===== src/rtl/lsu_pkg.sv =====
`timescale 1ns / 1ps
// Shared types and constants for the level-set upwind update block.
// Depends on nothing; every other file in rtl/ except lsu_ram imports it.
package lsu_pkg;

	localparam int MAX_CELLS_DEF   = 64;
	localparam int LEVEL_WIDTH_DEF = 24;
	localparam int FRAC_BITS       = 12;
	localparam int VEL_W           = 16;
	localparam int TS_W            = 16;
	localparam int STEP_W          = 8;

	// register indexes on the config port
	localparam logic CFG_TIME_STEP  = 1'b0;
	localparam logic CFG_STEP_COUNT = 1'b1;

	// width of the integer square root for a given level width
	function automatic int root_w(input int lw);
		return lw + 1;
	endfunction

	// width of the update numerator time_step * |v| * root
	function automatic int num_w(input int lw);
		return TS_W + VEL_W + root_w(lw);
	endfunction

	// datapath operations issued by the controller
	typedef enum logic [4:0] {
		OP_NONE,
		OP_LOAD,
		OP_PAD,
		OP_FWD,
		OP_BWD,
		OP_CAP_L,
		OP_CAP_C,
		OP_CAP_R,
		OP_MAG,
		OP_SQ_A,
		OP_SQ_B,
		OP_RT_STEP,
		OP_MUL1,
		OP_MUL2,
		OP_DV_STEP,
		OP_WR_NEXT,
		OP_EMIT,
		OP_CLEAR
	} dp_op_t;

	typedef struct packed {
		dp_op_t op;
		logic   first;     // first cell of a distance sweep
		logic   cell_we;   // cell store write enable
		logic   rd_bank;   // level bank read: 1 = bank B
		logic   wr_bank;   // level bank written by OP_WR_NEXT
		logic   emit_last; // emitted beat is the final cell
	} cmd_t;

	typedef struct packed {
		logic peak_zero;
		logic vel_zero;
		logic out_free;
	} stat_t;

endpackage


===== src/rtl/lsu_ctrl.sv =====
`timescale 1ns / 1ps
// Sequencer for the level-set update: load, padding, distance sweeps,
// update passes and emission. Depends on lsu_pkg.
module lsu_ctrl #(
	parameter int MAX_CELLS   = lsu_pkg::MAX_CELLS_DEF,
	parameter int LEVEL_WIDTH = lsu_pkg::LEVEL_WIDTH_DEF
) (
	input  logic                             clk,
	input  logic                             arst_n,
	input  logic                             in_valid,
	input  logic                             last_cell,
	input  logic [lsu_pkg::STEP_W-1:0]       step_count,
	input  lsu_pkg::stat_t                   stat,
	output logic                             in_stall,
	output lsu_pkg::cmd_t                    cmd,
	output logic [$clog2(MAX_CELLS+2)-1:0]   raddr,
	output logic [$clog2(MAX_CELLS+2)-1:0]   waddr,
	output logic [$clog2(MAX_CELLS+2)-1:0]   row_last
);

	import lsu_pkg::*;

	localparam int AW = $clog2(MAX_CELLS + 2);
	localparam int CW = $clog2(MAX_CELLS + 1);
	localparam int RW = root_w(LEVEL_WIDTH);
	localparam int NW = num_w(LEVEL_WIDTH);
	localparam int IW = $clog2(NW);

	typedef enum logic [4:0] {
		S_LOAD, S_PAD0, S_PADN,
		S_FWD_RD, S_FWD_WR, S_BWD_RD, S_BWD_WR,
		S_P_RL, S_P_RC, S_P_RR, S_P_CAP, S_P_MAG,
		S_P_SQA, S_P_SQB, S_P_RT, S_P_MUL1, S_P_MUL2, S_P_DV, S_P_WR,
		S_E_RD, S_E_LD, S_DONE
	} state_t;

	state_t            state_q;
	logic [AW-1:0]     cnt_q;
	logic [CW-1:0]     n_q;
	logic [STEP_W-1:0] pass_q;
	logic [IW-1:0]     iter_q;
	logic              bank_q;
	logic              room;
	logic              at_end;

	assign row_last = AW'(n_q) + AW'(1);
	assign room     = n_q < CW'(MAX_CELLS);
	assign at_end   = cnt_q == row_last;
	assign in_stall = state_q != S_LOAD;

	// command decode
	always_comb begin
		cmd           = '0;
		cmd.op        = OP_NONE;
		cmd.rd_bank   = bank_q;
		cmd.wr_bank   = ~bank_q;
		cmd.emit_last = cnt_q == AW'(n_q);
		raddr         = cnt_q;
		waddr         = cnt_q;
		unique case (state_q)
			S_LOAD: begin
				waddr = AW'(n_q) + AW'(1);
				if (in_valid) begin
					cmd.op      = OP_LOAD;
					cmd.cell_we = room;
				end
			end
			S_PAD0: begin
				cmd.op      = OP_PAD;
				cmd.cell_we = 1'b1;
				waddr       = '0;
			end
			S_PADN: begin
				cmd.op      = OP_PAD;
				cmd.cell_we = 1'b1;
				waddr       = row_last;
			end
			S_FWD_WR: begin
				cmd.op    = OP_FWD;
				cmd.first = cnt_q == '0;
			end
			S_BWD_RD: cmd.rd_bank = 1'b1;
			S_BWD_WR: begin
				cmd.op      = OP_BWD;
				cmd.first   = at_end;
				cmd.rd_bank = 1'b1;
			end
			S_P_RL:   raddr = (cnt_q == '0) ? row_last : cnt_q - AW'(1);
			S_P_RC:   cmd.op = OP_CAP_L;
			S_P_RR: begin
				cmd.op = OP_CAP_C;
				raddr  = at_end ? '0 : cnt_q + AW'(1);
			end
			S_P_CAP:  cmd.op = OP_CAP_R;
			S_P_MAG:  cmd.op = OP_MAG;
			S_P_SQA:  cmd.op = OP_SQ_A;
			S_P_SQB:  cmd.op = OP_SQ_B;
			S_P_RT:   cmd.op = OP_RT_STEP;
			S_P_MUL1: cmd.op = OP_MUL1;
			S_P_MUL2: cmd.op = OP_MUL2;
			S_P_DV:   cmd.op = OP_DV_STEP;
			S_P_WR:   cmd.op = OP_WR_NEXT;
			S_E_LD: begin
				if (stat.out_free) begin
					cmd.op = OP_EMIT;
				end
			end
			S_DONE:   cmd.op = OP_CLEAR;
			default:  cmd.op = OP_NONE;
		endcase
	end

	// state and counters
	always_ff @(posedge clk or negedge arst_n) begin
		if (!arst_n) begin
			state_q <= S_LOAD;
			cnt_q   <= '0;
			n_q     <= '0;
			pass_q  <= '0;
			iter_q  <= '0;
			bank_q  <= 1'b0;
		end else begin
			unique case (state_q)
				S_LOAD: begin
					if (in_valid) begin
						if (room) begin
							n_q <= n_q + CW'(1);
						end
						if (last_cell) begin
							state_q <= S_PAD0;
						end
					end
				end
				S_PAD0: state_q <= S_PADN;
				S_PADN: begin
					if (stat.peak_zero) begin
						cnt_q   <= AW'(1);
						state_q <= S_E_RD;
					end else begin
						cnt_q   <= '0;
						state_q <= S_FWD_RD;
					end
				end
				S_FWD_RD: state_q <= S_FWD_WR;
				S_FWD_WR: begin
					if (at_end) begin
						state_q <= S_BWD_RD;
					end else begin
						cnt_q   <= cnt_q + AW'(1);
						state_q <= S_FWD_RD;
					end
				end
				S_BWD_RD: state_q <= S_BWD_WR;
				S_BWD_WR: begin
					if (cnt_q == '0) begin
						bank_q <= 1'b0;
						pass_q <= '0;
						if (step_count == '0) begin
							cnt_q   <= AW'(1);
							state_q <= S_E_RD;
						end else begin
							state_q <= S_P_RL;
						end
					end else begin
						cnt_q   <= cnt_q - AW'(1);
						state_q <= S_BWD_RD;
					end
				end
				S_P_RL:  state_q <= S_P_RC;
				S_P_RC:  state_q <= S_P_RR;
				S_P_RR:  state_q <= S_P_CAP;
				S_P_CAP: state_q <= S_P_MAG;
				S_P_MAG: state_q <= stat.vel_zero ? S_P_WR : S_P_SQA;
				S_P_SQA: state_q <= S_P_SQB;
				S_P_SQB: begin
					iter_q  <= '0;
					state_q <= S_P_RT;
				end
				S_P_RT: begin
					if (iter_q == IW'(RW - 1)) begin
						state_q <= S_P_MUL1;
					end else begin
						iter_q <= iter_q + IW'(1);
					end
				end
				S_P_MUL1: state_q <= S_P_MUL2;
				S_P_MUL2: begin
					iter_q  <= '0;
					state_q <= S_P_DV;
				end
				S_P_DV: begin
					if (iter_q == IW'(NW - 1)) begin
						state_q <= S_P_WR;
					end else begin
						iter_q <= iter_q + IW'(1);
					end
				end
				S_P_WR: begin
					if (at_end) begin
						bank_q <= ~bank_q;
						pass_q <= pass_q + STEP_W'(1);
						if (pass_q + STEP_W'(1) == step_count) begin
							cnt_q   <= AW'(1);
							state_q <= S_E_RD;
						end else begin
							cnt_q   <= '0;
							state_q <= S_P_RL;
						end
					end else begin
						cnt_q   <= cnt_q + AW'(1);
						state_q <= S_P_RL;
					end
				end
				S_E_RD: state_q <= S_E_LD;
				S_E_LD: begin
					if (stat.out_free) begin
						if (cnt_q == AW'(n_q)) begin
							state_q <= S_DONE;
						end else begin
							cnt_q   <= cnt_q + AW'(1);
							state_q <= S_E_RD;
						end
					end
				end
				S_DONE: begin
					n_q     <= '0;
					state_q <= S_LOAD;
				end
				default: state_q <= S_LOAD;
			endcase
		end
	end

endmodule


===== config.mk =====
export PLATFORM = sky130hd
export DESIGN_NAME = lsu_ctrl
export DESIGN_NICKNAME = d
export VERILOG_FILES = /design/src/rtl/lsu_pkg.sv /design/src/rtl/lsu_ctrl.sv
export SDC_FILE = /design/constraint.sdc
export NUM_CORES = 1
export LEC_CHECK = 0
export BUFFER_PORTS_ARGS = -buffer_cell sky130_fd_sc_hd__buf_4
export CAP_MARGIN = 20
export CORE_MARGIN = 4
export CORE_UTILIZATION = 45
export DETAILED_ROUTE_END_ITERATION = 16
export GPL_TIMING_DRIVEN = 0
export PLACE_DENSITY = 0.66
export SYNTH_ARGS = -nofsm -noshare
export SYNTH_HDL_FRONTEND = slang
export SYNTH_SLANG_ARGS = --single-unit

===== constraint.sdc =====
create_clock -name clk -period 2.6 [get_ports clk]
set_input_delay 0.13 -clock clk [delete_from_list [all_inputs] [get_ports clk]]
set_output_delay 0.13 -clock clk [all_outputs]
set_load 0.1 [all_outputs]

* Yosys cells after proc, flatten, opt, wreduce, memory -nomap -nowiden
Cells that the tools add are included.
Cells by class: equality and inequality tests 39, bitwise logic cells 1, $add $sub $neg 5, order comparisons 1, mux-type cells 46, reduce and logical (&&, ||, !) cells 17
Operators with widths (number):
- 5-bit case mux with 21 select lines | 1
- 5-bit case mux with 17 select lines | 1
- 7-bit two-way mux | 10
- 5-bit two-way mux | 12
- 7-bit case mux with 2 select lines | 3
- 5-bit by 4-bit == test with 1-bit output, second input constant | 8
- 7-bit case mux with 5 select lines | 1
- 5-bit == test, second input constant | 6
- 2-bit inequality test, second input constant | 12
- 5-bit by 3-bit == test with 1-bit output, second input constant | 4
- 6-bit case mux with 3 select lines | 1
- 8-bit two-way mux | 2
- 8-bit case mux with 2 select lines | 1
- 7-bit by 1-bit adder with 7-bit output, second input constant | 2
- 7-bit == test | 2
- 6-bit two-way mux | 2
- 5-bit by 2-bit == test with 1-bit output, second input constant | 2
- 5-bit AND reduction | 2
- 5-bit nonzero test | 2
- 3-bit AND reduction | 3
- 8-bit by 1-bit adder with 8-bit output, second input constant | 1
- 8-bit == test | 1
- 8-bit zero test | 1
- 2-bit OR reduction | 4
- 15 further kinds | 25
Storage, ports and cells: register bits after elaboration 34, input bits 15

* Depth between registers and ports, before layout
Gate-level depths: netlist (run 1).
word-level depth 5, gate-level depth with buffers 11

* Least setup slack after synthesis (run 1)
No wires, ideal clock.
path kind register to output, start point reg n_q[1], end point out raddr[1], arrival time 4.203 ns, stages on the path, launching flop included 8, required time 2.470 ns, slack -1.733 ns, path buffers 0, cell sequence dfrtp_1 > ha_1 > xnor2_1 > inv_1 > a2bb2oi_1 > o211ai_2 > nand2_1 > o21ai_0
Between the ends: word-level cells in the longest chain between the ends 4
Ends and longest elaborated chain:
- from (decl) | line lsu_ctrl.sv:39 | logic [CW-1:0] n_q;
- from (signal assigned) | line lsu_ctrl.sv:127 | n_q <= n_q + CW'(1);
- 7-bit by 1-bit adder with 7-bit output | line lsu_ctrl.sv:46 | assign row_last = AW'(n_q) + AW'(1);
- net row_last[2] | line lsu_ctrl.sv:18 | output logic [$clog2(MAX_CELLS+2)-1:0] row_last
- 7-bit == test | line lsu_ctrl.sv:48 | assign at_end = cnt_q == row_last;
- 7-bit two-way mux | line lsu_ctrl.sv:92 | raddr = at_end ? '0 : cnt_q + AW'(1);
- 7-bit case mux with 2 select lines | line lsu_ctrl.sv:60 | unique case (state_q)
- to (decl) | line lsu_ctrl.sv:16 | output logic [$clog2(MAX_CELLS+2)-1:0] raddr,
The timed path passes the listed nets, and every way through them passes these cells.

* Worst setup path in the final report (run 1)
start point reg cnt_q[0], end point out raddr[2]
Between the ends: word-level cells in the longest chain between the ends 3
Ends and longest elaborated chain:
- from (decl) | line lsu_ctrl.sv:38 | logic [AW-1:0] cnt_q;
- from (signal assigned) | line lsu_ctrl.sv:149 | cnt_q <= cnt_q + AW'(1);
- from (signal assigned) | line lsu_ctrl.sv:165 | cnt_q <= cnt_q - AW'(1);
- from (signal assigned) | line lsu_ctrl.sv:210 | cnt_q <= cnt_q + AW'(1);
- 7-bit by 1-bit adder with 7-bit output (tied with other cells) | line lsu_ctrl.sv:92
- 7-bit two-way mux (on tied branches) | line lsu_ctrl.sv:92, lsu_ctrl.sv:88
- 7-bit case mux with 2 select lines (*) | line lsu_ctrl.sv:60
Mark *: on every way between the ends. The rest lies on a longest branch, timed or not.

==> results of run 1 <==
-- routing by layer --
| layer | vias up | track usage [%] |
|---|---|---|
| met4 | 0 | 8.42 |
| met3 | 34 | 5.21 |
| met1 | 1774 | 36.2 |
| met2 | 176 | 39.5 |
| met5 | - | 0 |
| li1 | 1753 | - |
-- synthesized netlist by cell type, drive strengths merged (10+ instances only) --
master,number
buf,17
a21oi,19
o31ai,10
inv,22
nand2,51
o21ai,50
xnor2,22
nand3,25
nor2,40
xor2,17
nor3,14
clkbuf,19
dfrtp,34
-- stage by stage --
stage               cells  TNS [ps]
floorplan             449     -3260
global placement      594     -4440
detailed placement    594     -4160
CTS                   611      -155
global route          626      -457
finish                626     -16.7
-- flip-flops by register name (all words and copies together) (netlist names) --
| signal | count |
|---|---|
| bank_q | 1 |
| pass_q | 8 |
| iter_q | 6 |
| state_q | 5 |
| cnt_q | 7 |
| n_q | 7 |
-- cell usage in the layout (no fill, tap or decap), drive strengths merged, types with 4 or more instances in the layout --
cell,netlist,layout
clkbuf,19,21
and2,4,4
and3,8,8
mux2,4,4
nor2b,8,8
buf,17,90
nor3,14,14
a211oi,4,4
nor2,40,40
nor4,5,5
a21oi,19,19
ha,6,6
a31oi,5,5
o221ai,8,8
nand2,51,51
o31ai,10,10
dfrtp,34,34
xnor2,22,22
nand3,25,25
nand4,4,4
o211ai,4,4
xor2,17,17
o21ai,50,50
inv,22,21
-- layout make-up --
cell class | count | area, um2
Timing Repair Buffer | 74 | 692
Clock buffer | 6 | 82.6
Clock inverter | 2 | 12.5
Tap cell | 99 | 124
Fill cell | 632 | 2540
Sequential cell | 34 | 855
Multi-Input combinational cell | 357 | 2670
Inverter | 22 | 86.3
Buffer | 32 | 198
-- worst reg2reg max path, cell delays in order (launching register included) --
cell and delay (ps):
dfrtp_1 380, buf_6 130, or3_4 350, buf_4 160, nor4b_4 290, buf_4 190, buf_4 120, nand3_1 60
o2111a_1 160, nand3_2 100, buf_6 150, mux2_2 340
-- logic make-up after synthesis --
family	after synthesis	synth area share, %
XOR/XNOR	39	10.2
AO/OA/AOI/OAI	125	24.3
adder cells (fa/ha/maj)	6	2.24
flip-flops	34	25.4
AND/OR/NAND/NOR	182	28.0
multiplexers	5	2.02
buffers and inverters	58	7.84
-- repair_timing --
action                                  in CTS  in global routing
endpoints found under the hold margin       34                  0
buffers inserted                            10                 16
hold buffers                                 1                  0
cloned                                       1                  0
resized for setup                           61                 39
pin swaps                                   10                  5
endpoints found under the setup margin      35                 35
-- final timing paths --
kind / from / endpoint / slack, ps / cells after the start
max in group asynchronous: arst_n / state_q[3]$_DFFE_PN0P_ / 1940 / 2
worst min-delay path: stat[1] / state_q[3]$_DFFE_PN0P_ / 230 / 4
min in group asynchronous: arst_n / pass_q[5]$_DFFE_PN0P_ / 310 / 2
worst max-delay path: cnt_q[0]$_DFFE_PN0P_ / raddr[2] / -20 / 9
worst min register to register: bank_q$_DFFE_PN0P_ / bank_q$_DFFE_PN0P_ / 500 / 1
worst max register to register: cnt_q[2]$_DFFE_PN0P_ / cnt_q[4]$_DFFE_PN0P_ / 70 / 11
==> flow_summary.toml, run 1 <==
[outcome]
status = "finished, violations left"
violations = "setup timing"

[global_route]
grt_max_degree = 35
antenna_found_initial = 0
overflow = 0
grt_pass1_wl_um = 17900
first_global_vias = 3483
grtUsageTotal_pct = 25.8

[drt]
vias_per_cell = 5.97
topRoutingLayerUsed = "met4"
first_pass_iters = 5
drt_iter0_drc = 347
wl_met2_um = 5100
ant_nets = 0
routedWlPerCell_um = 18.2
route.detailed.drc = 0
vias = 3737
totalWireLength_um = 11400
wirelength_met1_um = 5070
dr_wl_met3_um = 882

[layout]
area_delta_synth_final_pct = 40.7
final_nets = 547
antennaDiodeCount = 0
drive_above_1_share_pct = 32.8
postLayoutCoreUtil_pct = 65.0
design_area_um2 = 4710

[die]
die_x_um = 94.3
core_area_um2 = 7250
ioPinCount = 47
rows = 31
start_util_pct = 46.2
die_y_um = 94.3
dieArea_um2 = 8890

[worst_setup_path]
worstPathArrival_ps = 2490
crit_family = "buffers and inverters"
worstPathMaxFanout = 10
cp.required_ps = 2470
worstSetupPathType = "flop to primary output"
path_cells = "clkbuf_8 > inv_2 > ha_4 > or4b_4 > buf_8 > nor2_4 > a31oi_4 > o221ai_4 > buf_12"
worstPathBufferInverterCount = 4
cp-start-kind = "flop"
cp_slowest_stage_delay_ps = 530
cpMaxStageDelayCell = "or4b_4"
end_kind = "primary output"

[yosys]
async_flop_share_pct = 100
syn_nets = 470
syn_area_um2 = 3350
yosysSeqAreaShare_pct = 25.4
syn_avg_cell_area_um2 = 7.46
synthTopCellsByArea = "dfrtp_1 (25%), o21ai_0 (6.3%), xnor2_1 (5.8%)"
synth_edf_count = 0
ys.warnings.count = 0
ys_types = 73
synth-main-ff-cell = "dfrtp_1"
synth-seq-cells = 34
synth_largest_area_cell = "dfrtp_1"
synth_top_area_share_pct = 25.4
netlist_instances = 449

[clock_tree]
cts_root_buf = "clkbuf_8"
clk_latency_ps = 310
cts_sinks = 34
cts_buffer_depth = 2
h-tree-depth = 2
cts_tree = "yes"
clkTransAtPathRegs_ps = 90
cts_buffers = 5

[sta]
hold_violations = 0
finalMaxSlewViolations = 0
relSlewSlack_pct = 56.3
min_period_ps = 2620
period_share_pct = 101
fmax_mhz = 382
setup_viol = 1
worst_slew_pin_slew_ps = 654
finalClockSkew_ps = 9.96
setup_ws_ps = -16.7
grt_setup_unrepaired = "yes"
whs_ps = 225

[placed_design]
dp_hpwl_um = 7730
gp_congestion = 0.949
io_buffers = 46
postPlaceCellArea_um2 = 4030
dp_slack_ps = -390

[worst_hold_path]
worst_hold_path_type = "input port to flop"

[flow_run]
max_cap_violations = 0
Power of run 1 is not shown: default switching activity piles up to over one toggle a cycle in this logic, so the estimate is an artifact.
==> inputs of run 2 (changes only) <==
--- a/config.mk
+++ b/config.mk
@@ -7,6 +7,7 @@
 export LEC_CHECK = 0
 export BUFFER_PORTS_ARGS = -buffer_cell sky130_fd_sc_hd__buf_4
 export CAP_MARGIN = 20
+export CORE_ASPECT_RATIO = 1.1
 export CORE_MARGIN = 4
 export CORE_UTILIZATION = 45
 export DETAILED_ROUTE_END_ITERATION = 16
==> run 2 against run 1 <==
Against the previous run:
- register-to-register slack hardly changed
- die area hardly changed
- sequential cell count stayed put
- critical endpoint unchanged
- count of clock-buffer cells in the layout is 1 lower
- the run now ends clean
- setup slack better by 28 ps
- fmax is 1.1% higher
==> flow_summary.toml, run 2 (synthesized netlist as in run 1, its figures left out) <==
[outcome]
status = "completed"

[worst_setup_path]
cp.required_ps = 2470
end_kind = "primary output"
path_depth = 8
ff2ff_setup_slack_ps = 70
cpMaxStageDelayCell = "or4b_4"
worstPathBufferInverterCount = 3
worstSetupPathType = "flop to primary output"
crit_end = "raddr[2]"
cp-start-kind = "flop"
crit_family = "simple AND/OR/NAND/NOR gates"
r2r_cells = 11
r2r-end = "cnt_q[4]$_DFFE_PN0P_"
worstPathArrival_ps = 2460
path_cells = "buf_6 > or3_4 > or4b_4 > buf_8 > nor2_4 > a31oi_4 > o221ai_4 > buf_12"
worstPathMaxFanout = 5
rr_startpoint = "cnt_q[2]$_DFFE_PN0P_"
cp_slowest_stage_delay_ps = 550
cp-startpoint = "cnt_q[2]$_DFFE_PN0P_"

[sta]
finalClockSkew_ps = 5.58
grt_setup_unrepaired = "yes"
setup_ws_ps = 10.8
relSlewSlack_pct = 55.5
worst_slew_pin_slew_ps = 666
hold_violations = 0
min_period_ps = 2590
setup_viol = 0
fmax_mhz = 386
finalMaxSlewViolations = 0
period_share_pct = 99.6

[global_route]
grtUsageTotal_pct = 24.7
grt_pass1_wl_um = 18100
antenna_found_initial = 0
overflow = 0
grt_max_degree = 35
first_global_vias = 3598

[clock_tree]
cts_tree = "yes"
cts_sinks = 34
cts_buffers = 5
clkTransAtPathRegs_ps = 80
cts_root_buf = "clkbuf_8"
h-tree-depth = 2
clk_latency_ps = 300
cts_buffer_depth = 2

[drt]
first_pass_iters = 5
drt_iter0_drc = 245
routedWlPerCell_um = 18.4
totalWireLength_um = 11200
vias = 3691
route.detailed.drc = 0
vias_per_cell = 6.03
ant_nets = 0

[placed_design]
dp_slack_ps = -352
gp_congestion = 0.905
dp_hpwl_um = 7700
postPlaceCellArea_um2 = 4010
io_buffers = 46

[layout]
drive_above_1_share_pct = 32.8
final.fill_count = 635
top_regs = "pass_q: 8 flops, cnt_q: 7 flops, n_q: 7 flops"
layout_commonest_cell = "buf_4"
antennaDiodeCount = 0
area_delta_synth_final_pct = 39.9
largest_reg_flops = 8
final_nets = 547
design_area_um2 = 4690
final_cell_mix = "buf_4 (68), nand2_1 (49), nor2_1 (35)"
top_register = "pass_q"

[die]
core_area_um2 = 7130
dieArea_um2 = 8890
die_x_um = 90.3
ioPinCount = 47
start_util_pct = 47.0
die_y_um = 98.5
rows = 32

[worst_hold_path]
worst_hold_path_type = "input port to flop"

[flow_run]
max_cap_violations = 0
==> run 2: cell types whose count changed in the layout (fill, tap and decap cells not counted), sizes merged <==
cell	previous run	this run
clkinvlp	2	1
clkbuf	21	18
bufinv	0	2
buf	90	92
==> run 2: cell type report <==
type | count | area [um2] | area share [%]
flip-flops and latches | 34 | 853 | 18.2
plain buffers | 32 | 191 | 4.08
repair buffers | 74 | 658 | 14.0
well taps | 85 | 106 | 2.27
multi-input cells | 357 | 2660 | 56.6
clock buffers | 5 | 68.8 | 1.47
clock inverters | 3 | 68.8 | 1.47
inverters | 22 | 86.3 | 1.84
==> run 2: worst min path at each step <==
| stage | start | end | slack (ps) | cells past startpoint |
|---|---|---|---|---|
| after floorplan | arst_n | bank_q$_DFFE_PN0P_ | -170 | 0 |
| after global placement | arst_n | pass_q[5]$_DFFE_PN0P_ | 120 | 1 |
| after detailed placement | arst_n | pass_q[5]$_DFFE_PN0P_ | 130 | 1 |
| after CTS | stat[1] | state_q[3]$_DFFE_PN0P_ | 230 | 4 |
| after global routing | in_valid | n_q[6]$_DFFE_PN0P_ | 260 | 4 |
| final | stat[1] | state_q[3]$_DFFE_PN0P_ | 240 | 4 |
==> run 2: worst min-delay path: stages <==
cell,delay [ps]
buf_4,90
nor2_1,60
o21ai_0,160
a21oi_1,70
==> run 2: timing repair <==
action,in CTS,in global routing
cloned,1,0
endpoints found under the hold margin,34,0
setup endpoints to repair,34,35
resized for setup,60,33
hold buffers,1,0
setup buffers,16,10
pin swaps,11,5
==> run 2: per-layer routing <==
metal	global-route usage (%)	wire length, um	part of all wire, %
met1	34.0	5040	45
met2	40.1	5280	47
met3	4.20	665	5.9
met4	7.18	256	2.3
met5	0	0	0
==> run 2: through the flow <==
step | TNS, ps | instances | utilization (%) | hold slack, ps
after floorplan | -3260 | 449 | - | -166
after global placement | -4160 | 580 | 56.3 | 119
after detailed placement | -4890 | 580 | 56.3 | 125
after CTS | -27.5 | 603 | 63.4 | 233
after global routing | -207 | 612 | 65.8 | 257
final | 0 | 612 | 65.8 | 238
Power of run 2 is left out for the same reason.
